$ cat config.mk
export PLATFORM = sky130hd
export DESIGN_NAME = fcc_controller
export DESIGN_NICKNAME = d
export VERILOG_FILES = /design/src/fcc_pkg.sv /design/src/fcc_controller.sv
export SDC_FILE = /design/constraint.sdc
export NUM_CORES = 1
export LEC_CHECK = 0
export BUFFER_PORTS_ARGS = -buffer_cell sky130_fd_sc_hd__buf_4
export CORE_MARGIN = 8
export CORE_UTILIZATION = 55
export DETAILED_ROUTE_END_ITERATION = 16
export GPL_TIMING_DRIVEN = 0
export PLACE_DENSITY = 0.79
export SLEW_MARGIN = 20
export SYNTH_ARGS = -nofsm -noshare
export SYNTH_HDL_FRONTEND = slang
export SYNTH_SLANG_ARGS = --single-unit
export TNS_END_PERCENT = 1
$ cat constraint.sdc
create_clock -name clk -period 3.31 [get_ports clk]
set_input_delay 0.331 -clock clk [delete_from_list [all_inputs] [get_ports clk]]
set_output_delay 0.331 -clock clk [all_outputs]
set_load 0.05 [all_outputs]
$ cat src/fcc_pkg.sv
package fcc_pkg;

  // field widths of the request and result
  localparam int OP_W    = 2;
  localparam int INDEX_W = 14;
  localparam int VALUE_W = 15;
  localparam int NC_W    = 11;
  localparam int TOTAL_W = 36;

  // request kinds
  typedef enum logic [OP_W-1:0] {
    OP_OFFSET   = 2'd0,
    OP_NEIGHBOR = 2'd1,
    OP_START    = 2'd2,
    OP_NONE     = 2'd3
  } op_t;

  // datapath commands
  typedef enum logic [3:0] {
    CMD_NONE,
    CMD_LOAD,
    CMD_START,
    CMD_OFF_LO,
    CMD_OFF_HI,
    CMD_OFF_END,
    CMD_SPAN_EMPTY,
    CMD_ADJ_RD,
    CMD_ADJ_TAKE,
    CMD_V1_INC,
    CMD_SETUP,
    CMD_SRCH_RD,
    CMD_SRCH_CMP,
    CMD_COUNT,
    CMD_PUBLISH
  } cmd_op_t;

  // path node select
  typedef enum logic [1:0] {
    SEL_V1 = 2'd0,
    SEL_V2 = 2'd1,
    SEL_V3 = 2'd2,
    SEL_V4 = 2'd3
  } sel_t;

  // span destination: walk levels or the two search endpoints
  typedef enum logic [2:0] {
    DST_L1 = 3'd0,
    DST_L2 = 3'd1,
    DST_L3 = 3'd2,
    DST_U  = 3'd3,
    DST_V  = 3'd4
  } dst_t;

  typedef struct packed {
    cmd_op_t op;
    sel_t    sel;
    sel_t    sel2;
    dst_t    dst;
  } cmd_t;

  typedef struct packed {
    logic node_ok;
    logic v1_end;
    logic lvl_end;
    logic adj_gt;
    logic search_end;
    logic hit;
  } status_t;

endpackage

$ cat src/fcc_controller.sv
module fcc_controller (
  input  logic             clk,
  input  logic             rst,
  input  logic             s_tvalid,
  output logic             s_tready,
  input  fcc_pkg::op_t     op,
  output logic             m_tvalid,
  input  logic             m_tready,
  input  fcc_pkg::status_t status,
  output fcc_pkg::cmd_t    cmd
);

  typedef enum logic [3:0] {
    ST_IDLE, ST_L1_TOP, ST_ITER, ST_TAKE, ST_SPAN_LO, ST_SPAN_HI, ST_SPAN_END,
    ST_CHK_U, ST_CHK_V, ST_SETUP, ST_SRCH_TEST, ST_SRCH_RD, ST_SRCH_CMP,
    ST_COUNT, ST_DONE
  } state_t;

  state_t          state, ret;
  fcc_pkg::sel_t   span_sel;
  fcc_pkg::dst_t   span_dst, lvl;
  logic [1:0]      chk;
  logic            can_publish;
  fcc_pkg::sel_t   chk_u, chk_v;

  assign s_tready    = (state == ST_IDLE);
  assign can_publish = !m_tvalid || m_tready;

  // edge checks: v1-v3, v1-v4, v2-v4
  always_comb begin
    chk_u = (chk == 2'd2) ? fcc_pkg::SEL_V2 : fcc_pkg::SEL_V1;
    chk_v = (chk == 2'd0) ? fcc_pkg::SEL_V3 : fcc_pkg::SEL_V4;
  end

  // command decode
  always_comb begin
    cmd = '{op: fcc_pkg::CMD_NONE, sel: span_sel, sel2: chk_v, dst: lvl};
    unique case (state)
      ST_IDLE: begin
        if (s_tvalid) begin
          if (op == fcc_pkg::OP_OFFSET || op == fcc_pkg::OP_NEIGHBOR)
            cmd.op = fcc_pkg::CMD_LOAD;
          else if (op == fcc_pkg::OP_START)
            cmd.op = fcc_pkg::CMD_START;
        end
      end
      ST_L1_TOP: cmd.sel = fcc_pkg::SEL_V1;
      ST_ITER: begin
        if (!status.lvl_end) cmd.op = fcc_pkg::CMD_ADJ_RD;
        else if (lvl == fcc_pkg::DST_L1) cmd.op = fcc_pkg::CMD_V1_INC;
      end
      ST_TAKE: cmd.op = fcc_pkg::CMD_ADJ_TAKE;
      ST_SPAN_LO: begin
        cmd.dst = span_dst;
        cmd.op  = status.node_ok ? fcc_pkg::CMD_OFF_LO : fcc_pkg::CMD_SPAN_EMPTY;
      end
      ST_SPAN_HI: cmd.op = fcc_pkg::CMD_OFF_HI;
      ST_SPAN_END: begin
        cmd.dst = span_dst;
        cmd.op  = fcc_pkg::CMD_OFF_END;
      end
      ST_SETUP: begin
        cmd.op  = fcc_pkg::CMD_SETUP;
        cmd.sel = chk_u;
      end
      ST_SRCH_RD:  cmd.op = fcc_pkg::CMD_SRCH_RD;
      ST_SRCH_CMP: cmd.op = fcc_pkg::CMD_SRCH_CMP;
      ST_COUNT:    cmd.op = fcc_pkg::CMD_COUNT;
      ST_DONE:     if (can_publish) cmd.op = fcc_pkg::CMD_PUBLISH;
      default: ;
    endcase
  end

  // walk sequencer
  always_ff @(posedge clk) begin
    if (rst) begin
      state    <= ST_IDLE;
      ret      <= ST_IDLE;
      span_sel <= fcc_pkg::SEL_V1;
      span_dst <= fcc_pkg::DST_L1;
      lvl      <= fcc_pkg::DST_L1;
      chk      <= 2'd0;
      m_tvalid <= 1'b0;
    end else begin
      if (m_tready && !(state == ST_DONE && can_publish)) m_tvalid <= 1'b0;
      unique case (state)
        ST_IDLE: begin
          if (s_tvalid && op == fcc_pkg::OP_START) state <= ST_L1_TOP;
        end
        ST_L1_TOP: begin
          if (status.v1_end) begin
            state <= ST_DONE;
          end else begin
            span_sel <= fcc_pkg::SEL_V1;
            span_dst <= fcc_pkg::DST_L1;
            lvl      <= fcc_pkg::DST_L1;
            ret      <= ST_ITER;
            state    <= ST_SPAN_LO;
          end
        end
        ST_ITER: begin
          if (!status.lvl_end) state <= ST_TAKE;
          else if (lvl == fcc_pkg::DST_L1) state <= ST_L1_TOP;
          else if (lvl == fcc_pkg::DST_L2) lvl <= fcc_pkg::DST_L1;
          else lvl <= fcc_pkg::DST_L2;
        end
        ST_TAKE: begin
          if (!status.adj_gt) begin
            state <= ST_ITER;
          end else if (lvl == fcc_pkg::DST_L3) begin
            chk   <= 2'd0;
            state <= ST_CHK_U;
          end else begin
            ret   <= ST_ITER;
            state <= ST_SPAN_LO;
            if (lvl == fcc_pkg::DST_L1) begin
              span_sel <= fcc_pkg::SEL_V2;
              span_dst <= fcc_pkg::DST_L2;
              lvl      <= fcc_pkg::DST_L2;
            end else begin
              span_sel <= fcc_pkg::SEL_V3;
              span_dst <= fcc_pkg::DST_L3;
              lvl      <= fcc_pkg::DST_L3;
            end
          end
        end
        ST_SPAN_LO:  state <= status.node_ok ? ST_SPAN_HI : ret;
        ST_SPAN_HI:  state <= ST_SPAN_END;
        ST_SPAN_END: state <= ret;
        ST_CHK_U: begin
          span_sel <= chk_u;
          span_dst <= fcc_pkg::DST_U;
          ret      <= ST_CHK_V;
          state    <= ST_SPAN_LO;
        end
        ST_CHK_V: begin
          span_sel <= chk_v;
          span_dst <= fcc_pkg::DST_V;
          ret      <= ST_SETUP;
          state    <= ST_SPAN_LO;
        end
        ST_SETUP:     state <= ST_SRCH_TEST;
        ST_SRCH_TEST: state <= status.search_end ? ST_ITER : ST_SRCH_RD;
        ST_SRCH_RD:   state <= ST_SRCH_CMP;
        ST_SRCH_CMP: begin
          if (!status.hit) begin
            state <= ST_SRCH_TEST;
          end else if (chk == 2'd2) begin
            state <= ST_COUNT;
          end else begin
            chk   <= chk + 2'd1;
            state <= ST_CHK_U;
          end
        end
        ST_COUNT: state <= ST_ITER;
        ST_DONE: begin
          if (can_publish) begin
            m_tvalid <= 1'b1;
            state    <= ST_IDLE;
          end
        end
        default: state <= ST_IDLE;
      endcase
    end
  end

  // a start request begins the walk at the first node
  a_start_walks: assert property (@(posedge clk) disable iff (rst)
    (s_tvalid && s_tready && op == fcc_pkg::OP_START) |=> state == ST_L1_TOP)
    else $error("start request did not begin the walk");

  // the result is raised when the count finishes and the output is free
  a_publish: assert property (@(posedge clk) disable iff (rst)
    (state == ST_DONE && can_publish) |=> (m_tvalid && state == ST_IDLE))
    else $error("finished count not published");

  // a search compare always follows its read
  a_cmp_after_rd: assert property (@(posedge clk) disable iff (rst)
    state == ST_SRCH_CMP |-> $past(state) == ST_SRCH_RD)
    else $error("search compare without read");

  // the check counter never passes the last edge check
  a_chk_range: assert property (@(posedge clk) disable iff (rst)
    chk != 2'd3)
    else $error("edge check index out of range");

endmodule

==> results.md <==
- Hold_buf cts: 0
- RSZ-0062 raised after global routing: false
- Status: finished, final reports clean
- YS warnings: 0
- Fin nets: 222
- Mux cell area share after synthesis: 0.0240
- Post-CTS Setup Inserts: 0
- Startpoint Class: flop
- Final hold vios: 0
- FF-to-FF setup slack: 1220 ps
- Clk sink count: 16
- Commonest cells in the netlist: 16 x dfxtp_1, 14 x o21ai_0, 13 x a21oi_1
- Maximum VDD drop: 0.000509 V
- Leak: 0.000631 uW
- Hold crit path type: in -> reg
- Share of the synthesized area in the top cell type: 0.236
- Post-route setup slack: 428 ps
- Detailed Place HPWL: 3.12 mm
- Clk_skew: 3.82 ps
- Worst-case reg-to-reg path depth: 5
- Worst-skew pair later-pin latency: 300 ps
- Gr usage total: 0.193
- Total number of vias: 1,511
- Max incr delay on CP: 470 ps
- WP data arrival: 2550 ps
- Initial DRC count: 96
- FF+latch count, synth: 16
- Worst setup path endpoint: cmd[7]
- Peak Freq: 0.347 GHz
- Period utilization: 0.871
- CTS tree: built
- DR vias/cell: 6.38
- Final setup fails: 0
- Die area: 4310 sq um
- Min cycle time layout: 2880 ps
- WP depth: 6
- Vias in the first global route: 1,414
- Initial Utilization: 0.563
- Post-Synth XOR/XNOR Area: 0
- Predominant post-synthesis flop cell: dfxtp_1
- Critical Path Fanout Max: 10
- Cells after Synth: 180
- H-tree levels: 1
- Io pins: 25
- CP endpoint kind: output port
- Area leader, netlist: dfxtp_1
- Antenna Nets Post-Route: 0
- RR Startpoint: state[1]
- CTS Buf Count: 3
- Crit path launch: state[2]
- Main area contributors after synthesis: dfxtp_1 24%, o21ai_0 5.2%, a21oi_1 4.8%
- Post-synthesis async set-or-reset flop share: 0
- Global route overflow: 0
- Routed WL: 4.19 mm
- Worst slew margin: 0.304
- DRC errors left: 0
- Number of diodes: 0
- Largest family of logic cells by synthesized area: compound AO/OA/AOI/OAI gates
- Compound-Gate Fraction of Synth Area: 0.358
- Worst Max-Slew Pin Slew: 1020 ps
- Clk root buf: clkbuf_4
- First-pass GRT wire length: 6.73 mm
- Wirelength per Cell: 17.7 um
- Core ar.: 2410 sq um
- Post-synth cell types: 60
- Setup TNS Final: 0 ps
- Crit path required time: 2980 ps
- Share of layout cells above drive strength 1: 0.198
- Pre-CTS WS: 872 ps
- FF-to-FF End: lvl[1]
- Die width: 65.7 um
- Port bufs: 23
- Worst-case clock buffer depth: 2
- Max Cap Viol: 0
- RD Place Congestion: 0.935
- CTS clock-pin slew for the worst setup and hold paths: 100 ps
- TritonRoute pass-1 iters: 4
- Area grow syn2layout: 18.2%
- Cts repair resizes: 0
- Synth Area in Adders: 0.0184
- Crit Path Category: reg -> out
- Worst path cell trace: clkbuf_1, buf_2, buf_1, a211oi_1, o41ai_1, buf_4
- Buf+Inv Stages, Crit Path: 4
- Largest net degree at the start of global routing: 11
- Critical path's top delay family: buffers and inverters
- Cell area power density: 719 nW/um^2
- Post-synth EDFFs: 0
- Die H: 65.7 um
- Syn Std Cell Area: 1360 sq um
- Std-Cell Rows: 18
- Sequential-to-total area share from yosys stat: 0.236
- Syn Nets: 194
- Final slew viol count: 0
- Mapped Avg Cell Area: 7.54 sq um
- Initial antenna violation count: 0
- CP max-delay cell: dfxtp_1
- Count leader, synth: dfxtp_1
- Post-Synth Simple-Gate Area: 0.276
## flip-flops by register name (all words and copies together), names as in the netlist
name and cells:
chk 2, lvl 2, m_tvalid 1, ret 3, span_dst 2, span_sel 2
state 4
## cells by family (layout without fill, tap and decap cells)
| logic type | count (synthesis) | count (layout) |
|---|---|---|
| compound gates | 69 | 69 |
| fa+ha+maj | 2 | 2 |
| buf+inv | 26 | 53 |
| flops | 16 | 16 |
| mux | 3 | 3 |
| other cells | 1 | 1 |
| simple gates | 63 | 63 |
## area by class of cell
class                      count  area, sq um
timing repair buffer          23          173
buffer                        16         78.8
sequential                    16          320
clock buffer                   4         36.3
fill                         229          806
inverter                      10         37.5
multi-input combinational    138          921
tap                           30         37.5
## placed cells by master (no fill, tap or decap), types with 3 or more instances in the layout
master    instances
o31ai_1           7
o211ai_1          3
clkbuf_1          8
buf_4            25
a31oi_1           3
buf_2             3
a21boi_0          3
inv_1            10
nand2b_1          4
nor2b_1           8
o21ai_0          14
or4_1             3
clkbuf_4          3
nand2_1          12
a21oi_1          13
nor2_1           10
nor3_1            5
dfxtp_1          16
## metrics by stage
stage	cell area (sq um)	instances	utilization	total power [uW]	hold slack, ps
finish	1600	237	0.666	1150	236
global route	1600	237	0.666	1210	236
CTS	1600	237	0.666	1140	241
detailed placement	1570	233	0.651	1000	466
global placement	1570	233	0.651	990	452
floorplan	1360	180	-	809	400
## worst min-delay path by stage
| stage | start | end | slack, ps | depth (start not counted) |
|---|---|---|---|---|
| floorplan | rst | ret[3] | 400 | 1 |
| global placement | span_dst[1] | span_dst[1] | 450 | 2 |
| detailed placement | span_dst[1] | span_dst[1] | 470 | 2 |
| CTS | rst | ret[3] | 240 | 2 |
| global route | rst | ret[3] | 240 | 2 |
| finish | rst | ret[3] | 240 | 2 |
## routing by layer
metal | GRT usage | vias up | routed length, um
li1 | - | 726 | -
met4 | 0.0763 | 0 | 92
met1 | 0.240 | 711 | 1790
met3 | 0.0357 | 9 | 341
met2 | 0.317 | 65 | 1960
met5 | 0 | - | 0
## where the power goes
part | switching [uW] | total, uW | internal, uW
clock network | 68.6 | 136 | 67.2
logic | 490 | 753 | 263
registers | 38.6 | 266 | 227
total | 597 | 1150 | 557
Note: power is estimated with default switching activity, not from simulation.
